$ cat src/design/bsud_pkg.sv
`timescale 1ns / 1ps
// bsud_pkg: button codes, stage codes, state and result types and the step-button table
// shared by every file of the button sequence unlock detector; no dependencies
package bsud_pkg;

  localparam int unsigned BtnW   = 16;
  localparam int unsigned StageW = 4;

  typedef logic [BtnW-1:0]   btn_t;
  typedef logic [StageW-1:0] stage_t;

  // held-button bit positions
  localparam btn_t BTN_DLEFT  = 16'h0001;
  localparam btn_t BTN_DRIGHT = 16'h0002;
  localparam btn_t BTN_DDOWN  = 16'h0004;
  localparam btn_t BTN_DUP    = 16'h0008;
  localparam btn_t BTN_Z      = 16'h0010;
  localparam btn_t BTN_R      = 16'h0020;
  localparam btn_t BTN_L      = 16'h0040;
  localparam btn_t BTN_A      = 16'h0080;
  localparam btn_t BTN_B      = 16'h0100;
  localparam btn_t BTN_START  = 16'h0200;
  localparam btn_t BTN_CLEFT  = 16'h0400;
  localparam btn_t BTN_CRIGHT = 16'h0800;
  localparam btn_t BTN_CDOWN  = 16'h1000;
  localparam btn_t BTN_CUP    = 16'h2000;
  localparam btn_t BTN_NONE   = 16'h0000;

  // progress codes
  localparam stage_t STAGE_START  = 4'd0;
  localparam stage_t STAGE_FIRST  = 4'd1;
  localparam stage_t STAGE_STEP2  = 4'd2;
  localparam stage_t STAGE_STEP3  = 4'd3;
  localparam stage_t STAGE_STEP4  = 4'd4;
  localparam stage_t STAGE_STEP5  = 4'd5;
  localparam stage_t STAGE_STEP6  = 4'd6;
  localparam stage_t STAGE_STEP7  = 4'd7;
  localparam stage_t STAGE_STEP8  = 4'd8;
  localparam stage_t STAGE_STEP9  = 4'd9;
  localparam stage_t STAGE_A_SEEN = 4'd10;
  localparam stage_t STAGE_B_SEEN = 4'd11;
  localparam stage_t STAGE_BOTH   = 4'd12;
  localparam stage_t STAGE_DONE   = 4'd13;

  // sequence state held between samples
  typedef struct packed {
    btn_t   prev_buttons;
    stage_t stage;
    logic   release_pending;
    logic   unlock_flag;
  } seq_state_t;

  // one result item
  typedef struct packed {
    logic   enabled;
    stage_t stage;
    logic   must_release;
  } result_t;

  // button that advances from stage s-1 to stage s, for s = 2..9
  function automatic btn_t step_button(input stage_t s);
    btn_t b;
    unique case (s)
      STAGE_STEP2: b = BTN_DUP;
      STAGE_STEP3: b = BTN_CDOWN;
      STAGE_STEP4: b = BTN_CUP;
      STAGE_STEP5: b = BTN_DDOWN;
      STAGE_STEP6: b = BTN_DLEFT;
      STAGE_STEP7: b = BTN_CLEFT;
      STAGE_STEP8: b = BTN_CRIGHT;
      default:     b = BTN_DRIGHT;
    endcase
    return b;
  endfunction

endpackage

$ cat src/design/bsud_if.sv
`timescale 1ns / 1ps
// bsud_sample_if / bsud_result_if: valid-ready channels for samples and results
// depends on bsud_pkg
interface bsud_sample_if;
  logic               valid;
  logic               ready;
  bsud_pkg::btn_t     buttons;

  modport source (output valid, output buttons, input ready);
  modport sink   (input valid, input buttons, output ready);
endinterface

interface bsud_result_if;
  logic               valid;
  logic               ready;
  logic               enabled;
  bsud_pkg::stage_t   stage;
  logic               must_release;

  modport source (output valid, output enabled, output stage, output must_release,
                  input ready);
  modport sink   (input valid, input enabled, input stage, input must_release,
                  output ready);
endinterface

$ cat src/design/bsud_step.sv
`timescale 1ns / 1ps
// bsud_step: combinational next-state logic for one button sample
// depends on bsud_pkg
module bsud_step (
  input  bsud_pkg::btn_t     buttons,
  input  bsud_pkg::seq_state_t cur,
  output bsud_pkg::seq_state_t nxt
);
  import bsud_pkg::*;

  btn_t   fresh;
  stage_t st_in;
  stage_t st;
  stage_t st_inc;
  logic   pend;

  assign fresh  = buttons & ~cur.prev_buttons;
  assign st_in  = cur.release_pending ? STAGE_START : cur.stage;
  assign st_inc = st_in + 4'd1;

  always_comb begin
    st   = cur.stage;
    pend = cur.release_pending;
    if (buttons == BTN_NONE && cur.release_pending) begin
      pend = 1'b0;
    end else if (fresh != BTN_NONE) begin
      unique case (st_in) inside
        [STAGE_FIRST:STAGE_STEP8]: begin
          if (fresh == step_button(st_inc)) begin
            st = st_inc;
            if (st_inc[0]) pend = 1'b1;
          end else begin
            st = STAGE_START;
          end
        end
        STAGE_STEP9: begin
          if (fresh == (BTN_A | BTN_B))  st = STAGE_BOTH;
          else if (fresh == BTN_A)       st = STAGE_A_SEEN;
          else if (fresh == BTN_B)       st = STAGE_B_SEEN;
          else                           st = STAGE_START;
        end
        STAGE_A_SEEN: st = (fresh == BTN_B) ? STAGE_BOTH : STAGE_START;
        STAGE_B_SEEN: st = (fresh == BTN_A) ? STAGE_BOTH : STAGE_START;
        STAGE_BOTH:   st = (fresh == BTN_START) ? STAGE_DONE : STAGE_START;
        default: begin
          // start stage and unreachable codes
          st = STAGE_START;
          if (buttons == (BTN_L | BTN_R | BTN_Z) && fresh == BTN_Z) begin
            st   = STAGE_FIRST;
            pend = 1'b1;
          end
        end
      endcase
    end

    nxt.prev_buttons = buttons;
    nxt.unlock_flag  = cur.unlock_flag;
    if (st == STAGE_DONE) begin
      nxt.unlock_flag     = ~cur.unlock_flag;
      nxt.stage           = STAGE_START;
      nxt.release_pending = 1'b0;
    end else begin
      nxt.stage           = st;
      nxt.release_pending = pend;
    end
  end

endmodule

$ cat src/design/bsud_out_buf.sv
`timescale 1ns / 1ps
// bsud_out_buf: result register with one skid entry, so a sample can be taken
// while the previous result waits; depends on bsud_pkg
module bsud_out_buf (
  input  logic              clk,
  input  logic              rst,
  input  logic              push,
  input  bsud_pkg::result_t push_data,
  output logic              can_push,
  output logic              out_valid,
  input  logic              out_ready,
  output bsud_pkg::result_t out_data
);
  import bsud_pkg::*;

  logic    skid_valid;
  result_t skid_data;
  logic    pop;

  assign can_push = ~skid_valid;
  assign pop      = out_valid & out_ready;

  always_ff @(posedge clk) begin
    if (rst) begin
      out_valid  <= 1'b0;
      skid_valid <= 1'b0;
    end else begin
      if (!out_valid || pop) begin
        if (skid_valid) begin
          out_valid  <= 1'b1;
          skid_valid <= 1'b0;
        end else begin
          out_valid <= push;
        end
      end else if (push) begin
        skid_valid <= 1'b1;
      end
    end
  end

  always_ff @(posedge clk) begin
    if (!out_valid || pop) begin
      if (skid_valid)  out_data <= skid_data;
      else if (push)   out_data <= push_data;
    end else if (push) begin
      skid_data <= push_data;
    end
  end

  // skid entry only fills behind a held result
  a_skid_behind_out: assert property (@(posedge clk) disable iff (rst)
    skid_valid |-> out_valid)
    else $error("skid entry valid while output register empty");

  // a stalled result is not overwritten
  a_hold_on_stall: assert property (@(posedge clk) disable iff (rst)
    (out_valid && !out_ready) |=> (out_valid && $stable(out_data)))
    else $error("stalled result changed");

  // a full buffer takes no sample
  a_no_push_full: assert property (@(posedge clk) disable iff (rst)
    skid_valid |-> !push)
    else $error("sample pushed into a full buffer");

endmodule

$ cat src/design/button_sequence_unlock_detector.sv
`timescale 1ns / 1ps
// button_sequence_unlock_detector: top level of the unlock sequence detector
// depends on bsud_pkg, bsud_if, bsud_step, bsud_out_buf
//
// usage
//   sample (sink): one 16-bit held-button word per transaction
//   result (source): one transaction per sample with the unlock flag, the
//     sequence stage and the must-release flag after that sample
//   each accepted sample updates the sequence state in the same cycle; its
//   result is registered in the result register, or in the skid entry when the
//   receiver stalls; throughput is one sample per cycle while sample.ready is
//   high, through the step logic into the state and result registers
//   when the receiver stalls, one more sample is taken into a skid entry
//   behind the held result; after that sample.ready drops until the result
//   register drains, and no result is ever dropped or repeated
//   synchronous reset clears the previous-button word, the stage, the
//   must-release flag, the unlock flag and both result entries
module button_sequence_unlock_detector (
  input logic            clk,
  input logic            rst,
  bsud_sample_if.sink    sample,
  bsud_result_if.source  result
);
  import bsud_pkg::*;

  // sequence state registers
  btn_t       prev_buttons;
  stage_t     stage;
  logic       release_pending;
  logic       unlock_flag;

  seq_state_t cur;
  seq_state_t state_next;
  result_t    res_next;
  result_t    res_out;
  logic       in_fire;
  logic       can_push;

  assign cur.prev_buttons    = prev_buttons;
  assign cur.stage           = stage;
  assign cur.release_pending = release_pending;
  assign cur.unlock_flag     = unlock_flag;

  assign sample.ready = can_push;
  assign in_fire      = sample.valid & can_push;

  // next state for the incoming sample
  bsud_step u_step (
    .buttons (sample.buttons),
    .cur     (cur),
    .nxt     (state_next)
  );

  // state moves only on an accepted transaction
  always_ff @(posedge clk) begin
    if (rst) begin
      prev_buttons    <= BTN_NONE;
      stage           <= STAGE_START;
      release_pending <= 1'b0;
      unlock_flag     <= 1'b0;
    end else if (in_fire) begin
      prev_buttons    <= state_next.prev_buttons;
      stage           <= state_next.stage;
      release_pending <= state_next.release_pending;
      unlock_flag     <= state_next.unlock_flag;
    end
  end

  // the result is the state after the sample
  assign res_next.enabled      = state_next.unlock_flag;
  assign res_next.stage        = state_next.stage;
  assign res_next.must_release = state_next.release_pending;

  bsud_out_buf u_out_buf (
    .clk       (clk),
    .rst       (rst),
    .push      (in_fire),
    .push_data (res_next),
    .can_push  (can_push),
    .out_valid (result.valid),
    .out_ready (result.ready),
    .out_data  (res_out)
  );

  assign result.enabled      = res_out.enabled;
  assign result.stage        = res_out.stage;
  assign result.must_release = res_out.must_release;

  // the stored stage never holds an unused code
  a_stage_range: assert property (@(posedge clk) disable iff (rst)
    stage <= STAGE_BOTH)
    else $error("stage register holds an unused code");

  // the unlock flag only flips on a sample taken at the both-seen stage
  a_flag_toggle: assert property (@(posedge clk) disable iff (rst)
    !(in_fire && stage == STAGE_BOTH && !release_pending) |=> $stable(unlock_flag))
    else $error("unlock flag changed outside completion");

  // no state change without an accepted sample
  a_state_hold: assert property (@(posedge clk) disable iff (rst)
    !in_fire |=> ($stable(stage) && $stable(release_pending) && $stable(prev_buttons)))
    else $error("sequence state changed without a sample");

endmodule

$ cat src/flat_wrapper.sv
// flat-port wrapper written by rule: the top's interface ports become plain ports
module button_sequence_unlock_detector_flat import bsud_pkg::*;
  (clk, rst, sample_valid, sample_buttons, sample_ready, result_valid, result_enabled, result_stage, result_must_release, result_ready);
  bsud_sample_if sample_i ();
  bsud_result_if result_i ();
  input logic clk;
  input logic rst;
  input wire logic [$bits(sample_i.valid)-1:0] sample_valid;
  input wire logic [$bits(sample_i.buttons)-1:0] sample_buttons;
  output wire logic [$bits(sample_i.ready)-1:0] sample_ready;
  output wire logic [$bits(result_i.valid)-1:0] result_valid;
  output wire logic [$bits(result_i.enabled)-1:0] result_enabled;
  output wire logic [$bits(result_i.stage)-1:0] result_stage;
  output wire logic [$bits(result_i.must_release)-1:0] result_must_release;
  input wire logic [$bits(result_i.ready)-1:0] result_ready;
  assign sample_i.valid = sample_valid;
  assign sample_i.buttons = sample_buttons;
  assign sample_ready = sample_i.ready;
  assign result_valid = result_i.valid;
  assign result_enabled = result_i.enabled;
  assign result_stage = result_i.stage;
  assign result_must_release = result_i.must_release;
  assign result_i.ready = result_ready;
  button_sequence_unlock_detector u_core (.clk(clk), .rst(rst), .sample(sample_i), .result(result_i));
endmodule
$ cat config.mk
export PLATFORM = sky130hd
export DESIGN_NAME = button_sequence_unlock_detector_flat
export DESIGN_NICKNAME = d
export VERILOG_FILES = /design/src/design/bsud_pkg.sv /design/src/design/bsud_if.sv /design/src/design/bsud_step.sv /design/src/design/bsud_out_buf.sv /design/src/design/button_sequence_unlock_detector.sv /design/src/flat_wrapper.sv
export SDC_FILE = /design/constraint.sdc
export NUM_CORES = 1
export LEC_CHECK = 0
export BUFFER_PORTS_ARGS = -buffer_cell sky130_fd_sc_hd__buf_4
export CAP_MARGIN = 10
export CORE_AREA = 4 4 69 87
export DETAILED_ROUTE_END_ITERATION = 6
export DIE_AREA = 0 0 73 91
export GPL_TIMING_DRIVEN = 0
export PLACE_DENSITY_LB_ADDON = 0.3
export SLEW_MARGIN = 20
export SYNTH_ARGS = -nofsm -noshare
export SYNTH_HDL_FRONTEND = slang
export SYNTH_HIERARCHICAL = 1
export SYNTH_SLANG_ARGS = --single-unit
$ cat constraint.sdc
create_clock -name clk -period 3.6 [get_ports clk]
set_input_delay 0.36 -clock clk [delete_from_list [all_inputs] [get_ports clk]]
set_output_delay 0.36 -clock clk [all_outputs]
set_load 0.02 [all_outputs]
[Word-level counts from Yosys, hierarchy flattened]
Cells that the tools add are included.
Word-level totals
  register bits after elaboration: 36
  logic and storage cells: 80
  bits of input ports: 20
  output and inout bits: 8
Operators by class
  equal/unequal tests: 19
  bitwise gates (word level): 7
  reduce and logical (&&, ||, !) cells: 12
  $add $sub $neg: 1
  order comparisons: 2
  mux-type cells: 27
Operators by type and width (count)
  $pmux 14 s7: 1
  $mux 16: 3
  $mux 4: 10
  $eq 16x9->1 const B: 2
  $eq 4x4->1 const B: 6
  $pmux 4 s5: 1
  $and 16x16->16: 1
  $eq 16x10->1 const B: 1
  $eq 16x16->1: 1
  $eq 16x5->1 const B: 1
  $eq 16x7->1 const B: 1
  $eq 16x8->1 const B: 1
  $eq 4x3->1 const B: 4
  $logic_not 16->1: 1
  $not 16->16: 1
  $reduce_bool 16->1: 1
  $mux 6: 2
  $eq 4x2->1 const B: 2
  $mux 1: 8
  $mux 5: 1
  $add 4x1->4 const B: 1
  $ge 4x1->1 const B: 1
  $le 4x4->1 const B: 1
  $reduce_and 2->1: 2
  other kinds (9): 14

[Depth between registers and ports, before layout]
  depth after elaboration: 16
  depth in mapped cells: 14
  mapped depth without buffers: 13

[By module]
Netlist, hierarchy kept.
By module, submodules not included
  bsud_step: cells each 164, times used 1, area an instance 1149.9 um^2, sequential area each 0.0 um^2
  button_sequence_unlock_detector: cells each 101, times used 1, area an instance 1049.8 um^2, sequential area each 440.4 um^2
  bsud_out_buf: cells each 29, times used 1, area an instance 540.5 um^2, sequential area each 400.4 um^2

[Worst setup path after synthesis]
OpenSTA, ideal clock, no wires.
  path type: register -> register
  start point: register u_core.release_pending
  end point: register u_core/u_out_buf/out_data[5] in the netlist's numbering (data pin)
  cell stages (with the launch flop): 12
  period minus slack after synthesis: 3437 ps
  path buffers: 0
  library setup time: 260 ps
  arrival time: 3176 ps
  required time: 3340 ps
  setup slack: 163 ps
  cells stage by stage: dfxtp_1 nand2b_1 inv_1 ha_1 xnor2_1 nand3_1 xnor2_1 a2111oi_4 nand3_1 a2111oi_4 xor2_1 mux2_4
RTL lines
  start, declared: line button_sequence_unlock_detector.sv:29  | logic release_pending;
  start signal, assigned: line button_sequence_unlock_detector.sv:64  | release_pending <= state_next.release_pending;
  end signal, assigned: line bsud_out_buf.sv:43  | if (skid_valid) out_data <= skid_data;
  end signal, assigned: line bsud_out_buf.sv:44  | else if (push) out_data <= push_data;
  end, declared: line bsud_out_buf.sv:12  | output bsud_pkg::result_t out_data

==> qor.yml <==
status: "completed"
holdCritStartpoint: "rst"
clk-insertion-delay-late_ps: 290
synth_area_sq_um: 2740
pin_count: 28
hold_path_depth: 2
r2r_start: "u_core/release_pending"
dr.pass1.iters: 4
clk_pin_slew_ps: 70
worstPathRequired_ps: 3640
synthFlopType: "dfxtp_1"
max_slew_margin: 0.471
ys.warnings.count: 6
timing.critical_path.mode_cell: "a2111oi_4"
worst-r2r-cell-count: 12
power_density_nw_per_um2: 296
viasPerCell: 6.00
yosys.area.top_type: "dfxtp_1"
fp-row-count: 29
drc: 0
ctsHtreeMaxLevel: 2
async_reset_ff_frac: 0
setup-violations-final: 0
postRouteWirelength_mm: 6.73
io_buffer_count: 26
fin_ws_ps: 129
core_area_sq_um: 5120
netlist_instances: 294
fin_crit_sh: 0.964
drv_cap: 0
power.leakage_nw: 1.23
final-hold-violation-count: 0
cts.sinks: 36
grt_usage: 0.209
fp.dieH_microns: 91
syn_area_per_cell_sq_um: 9.32
num_vias: 2339
placedCellCount: 382
hold_path_end: "u_core/prev_buttons[13]"
cp.depth: 12
regToRegSetupSlack_ps: 130
path_class: "reg -> reg"
cp_cell_sequence: "nand2b_2 > inv_1 > ha_4 > xnor2_4 > nand4_1 > a21o_1 > a2111oi_4 > a32oi_2 > a2111oi_4 > buf_4 > xor2_1 > mux2_4"
grt_first_pass_wirelength_mm: 11.0
final_cells: 390
synthTopCellsByArea: "dfxtp_1 18%, edfxtp_1 13%, a21bo_1 6.2%, nand3_1 5.5%, a21oi_2 5.4%"
drive_gt1_frac: 0.354
cts_tree: "done"
grt_pass1_vias: 2286
cts_hold_buf: 0
cts_buffers: 5
wl_per_cell_microns: 17.3
crit_slowest_cell: "a2111oi_4"
initial_utilization: 0.536
antenna_cells: 0
synth_edf_count: 12
end_kind: "flip-flop"
critical_path.top_delay_family: "compound AO/OA/AOI/OAI gates"
clockBufferDepth: 2
netlist.area_leader.share: 0.175
vdd_drop_max_mv: 0.277
critical_path_buf_inv_count: 2
pre_cts_slack_ps: -589
gp_congestion: 0.910
synth_nets: 321
fin_skew_ps: 5.33
hold_class: "in -> reg"
grt_start_max_net_pins: 13
ant_nets: 0
fmax_mhz: 288
grt_overflow: 0
grt_antenna_before_repair: 0
drt_iter0_markers: 170
worstMarginPinSlew_ps: 786
synth.distinct_cells: 55
utilization: 0.629
cts-root-buf: "clkbuf_8"
synth-seq-cells: 36
dieArea_sq_um: 6640
period_minus_slack_ps: 3470
die_w_microns: 73
cp-start-kind: "flip-flop"
worstReg2RegEnd: "u_core/u_out_buf/out_data[5]"
cp_max_fo: 10
ys_seq_area_frac: 0.307
dp_hpwl_mm: 5.21
cp_slowest_stage_delay_ps: 460
critPathArrivalTime_ps: 3510
slew_violations: 0
nets: 354
area_delta_synth_final_pct: 17.4
## cell families (layout without fill, tap and decap cells)
| logic type | count (synthesis) | in the layout | synth area share |
|---|---|---|---|
| AOI/OAI and AO/OA | 77 | 77 | 0.252 |
| buffers and inverters | 39 | 73 | 0.0982 |
| muxes | 8 | 8 | 0.0406 |
| xor gates and xnor gates | 5 | 5 | 0.0160 |
| and+or+nand+nor | 122 | 122 | 0.255 |
| adders and majority gates | 7 | 7 | 0.0320 |
| DFF | 36 | 36 | 0.307 |
## worst reg2reg max path, cell delays in order (launching register included)
cell and delay, ps:
dfxtp_2 430, nand2b_2 220, inv_1 130, ha_4 230, xnor2_4 290, nand4_1 140
a21o_1 220, a2111oi_4 460, a32oi_2 220, a2111oi_4 340, buf_4 190, xor2_1 90
mux2_4 270
## final cells by class
cell class	instances	area, sq um
clock inverter	3	42.5
sequential	36	842
inverter	7	26.3
fill	443	1900
multi-input combinational	219	1720
buffer	31	239
tap	62	77.6
timing repair buffer	27	203
clock buffer	5	68.8
## per-layer routing
layer / share of wire / track usage / vias up
met3: 0.046 / 0.0398 / 10
met1: 0.42 / 0.259 / 1120
li1: - / - / 1141
met4: 0.019 / 0.0769 / 0
met2: 0.51 / 0.351 / 68
met5: 0 / 0 / -
## flip-flops by register name (all words and copies together) (netlist names)
name                         cells
u_core/release_pending           1
u_core/u_out_buf/out_data        6
u_core/unlock_flag               1
u_core/stage                     4
u_core/prev_buttons             16
u_core/u_out_buf/skid_valid      1
u_core/u_out_buf/out_valid       1
u_core/u_out_buf/skid_data       6
## worst max-delay path by stage
stage / startpoint / end
6_report: u_core/release_pending / u_core/u_out_buf/out_data[5]
3_5_place_dp: u_core/release_pending / u_core/u_out_buf/out_data[1]
2_1_floorplan: u_core/release_pending / u_core/u_out_buf/out_data[5]
4_1_cts: u_core/release_pending / u_core/u_out_buf/out_data[5]
3_3_place_gp: u_core/release_pending / u_core/u_out_buf/out_data[5]
5_1_grt: u_core/release_pending / u_core/unlock_flag
## power breakdown
| part | internal, W | total, W | switching, W |
|---|---|---|---|
| logic | 0.0000712 | 0.000150 | 0.0000792 |
| clock network | 0.000205 | 0.000357 | 0.000152 |
| registers | 0.000435 | 0.000444 | 0.00000863 |
## timing repair
| action | in CTS | in global routing |
|---|---|---|
| buffers inserted | 1 | 0 |
| endpoints found under the setup margin | 14 | 5 |
| resized for setup | 8 | 8 |
| pin swaps | 1 | 2 |
## synth_stat cells, drive strengths merged, types with 2 or more instances
cell type,instances
a21oi,31
nand3,31
buf,30
dfxtp,24
a21bo,22
nand2b,14
nor2b,14
edfxtp,12
nor2,11
nor4,11
nand2,9
nand4,8
nor3,8
ha,7
inv,7
mux2,7
and3,4
and2,3
o21ai,3
o31a,3
or3,3
xnor2,3
a2111oi,2
a32oi,2
clkbuf,2
o22ai,2
or4,2
xor2,2
## cells in the final DEF (no fill, tap or decap), types with 6 or more instances in the layout
cell / n
buf_4: 46
nand3_1: 29
dfxtp_1: 23
a21bo_1: 17
a21oi_2: 17
a21oi_1: 14
nand2b_1: 12
edfxtp_1: 12
nor2b_1: 12
nor2_1: 11
nor4_1: 10
nand2_1: 9
nand4_1: 8
nor3_1: 7
buf_6: 6
mux2_4: 6
inv_1: 6
## per-stage QoR
step	setup TNS (ps)	hold WS, ps	area [sq um]	power [W]
after floorplan	0	429	2740	0.000550
after global placement	-5370	499	3010	0.000598
after detailed placement	-5120	522	3010	0.000602
after CTS	0	262	3180	0.000955
after global routing	-0.115	260	3220	0.000994
final	0	268	3220	0.000952
(Power assumes the default switching activity.)
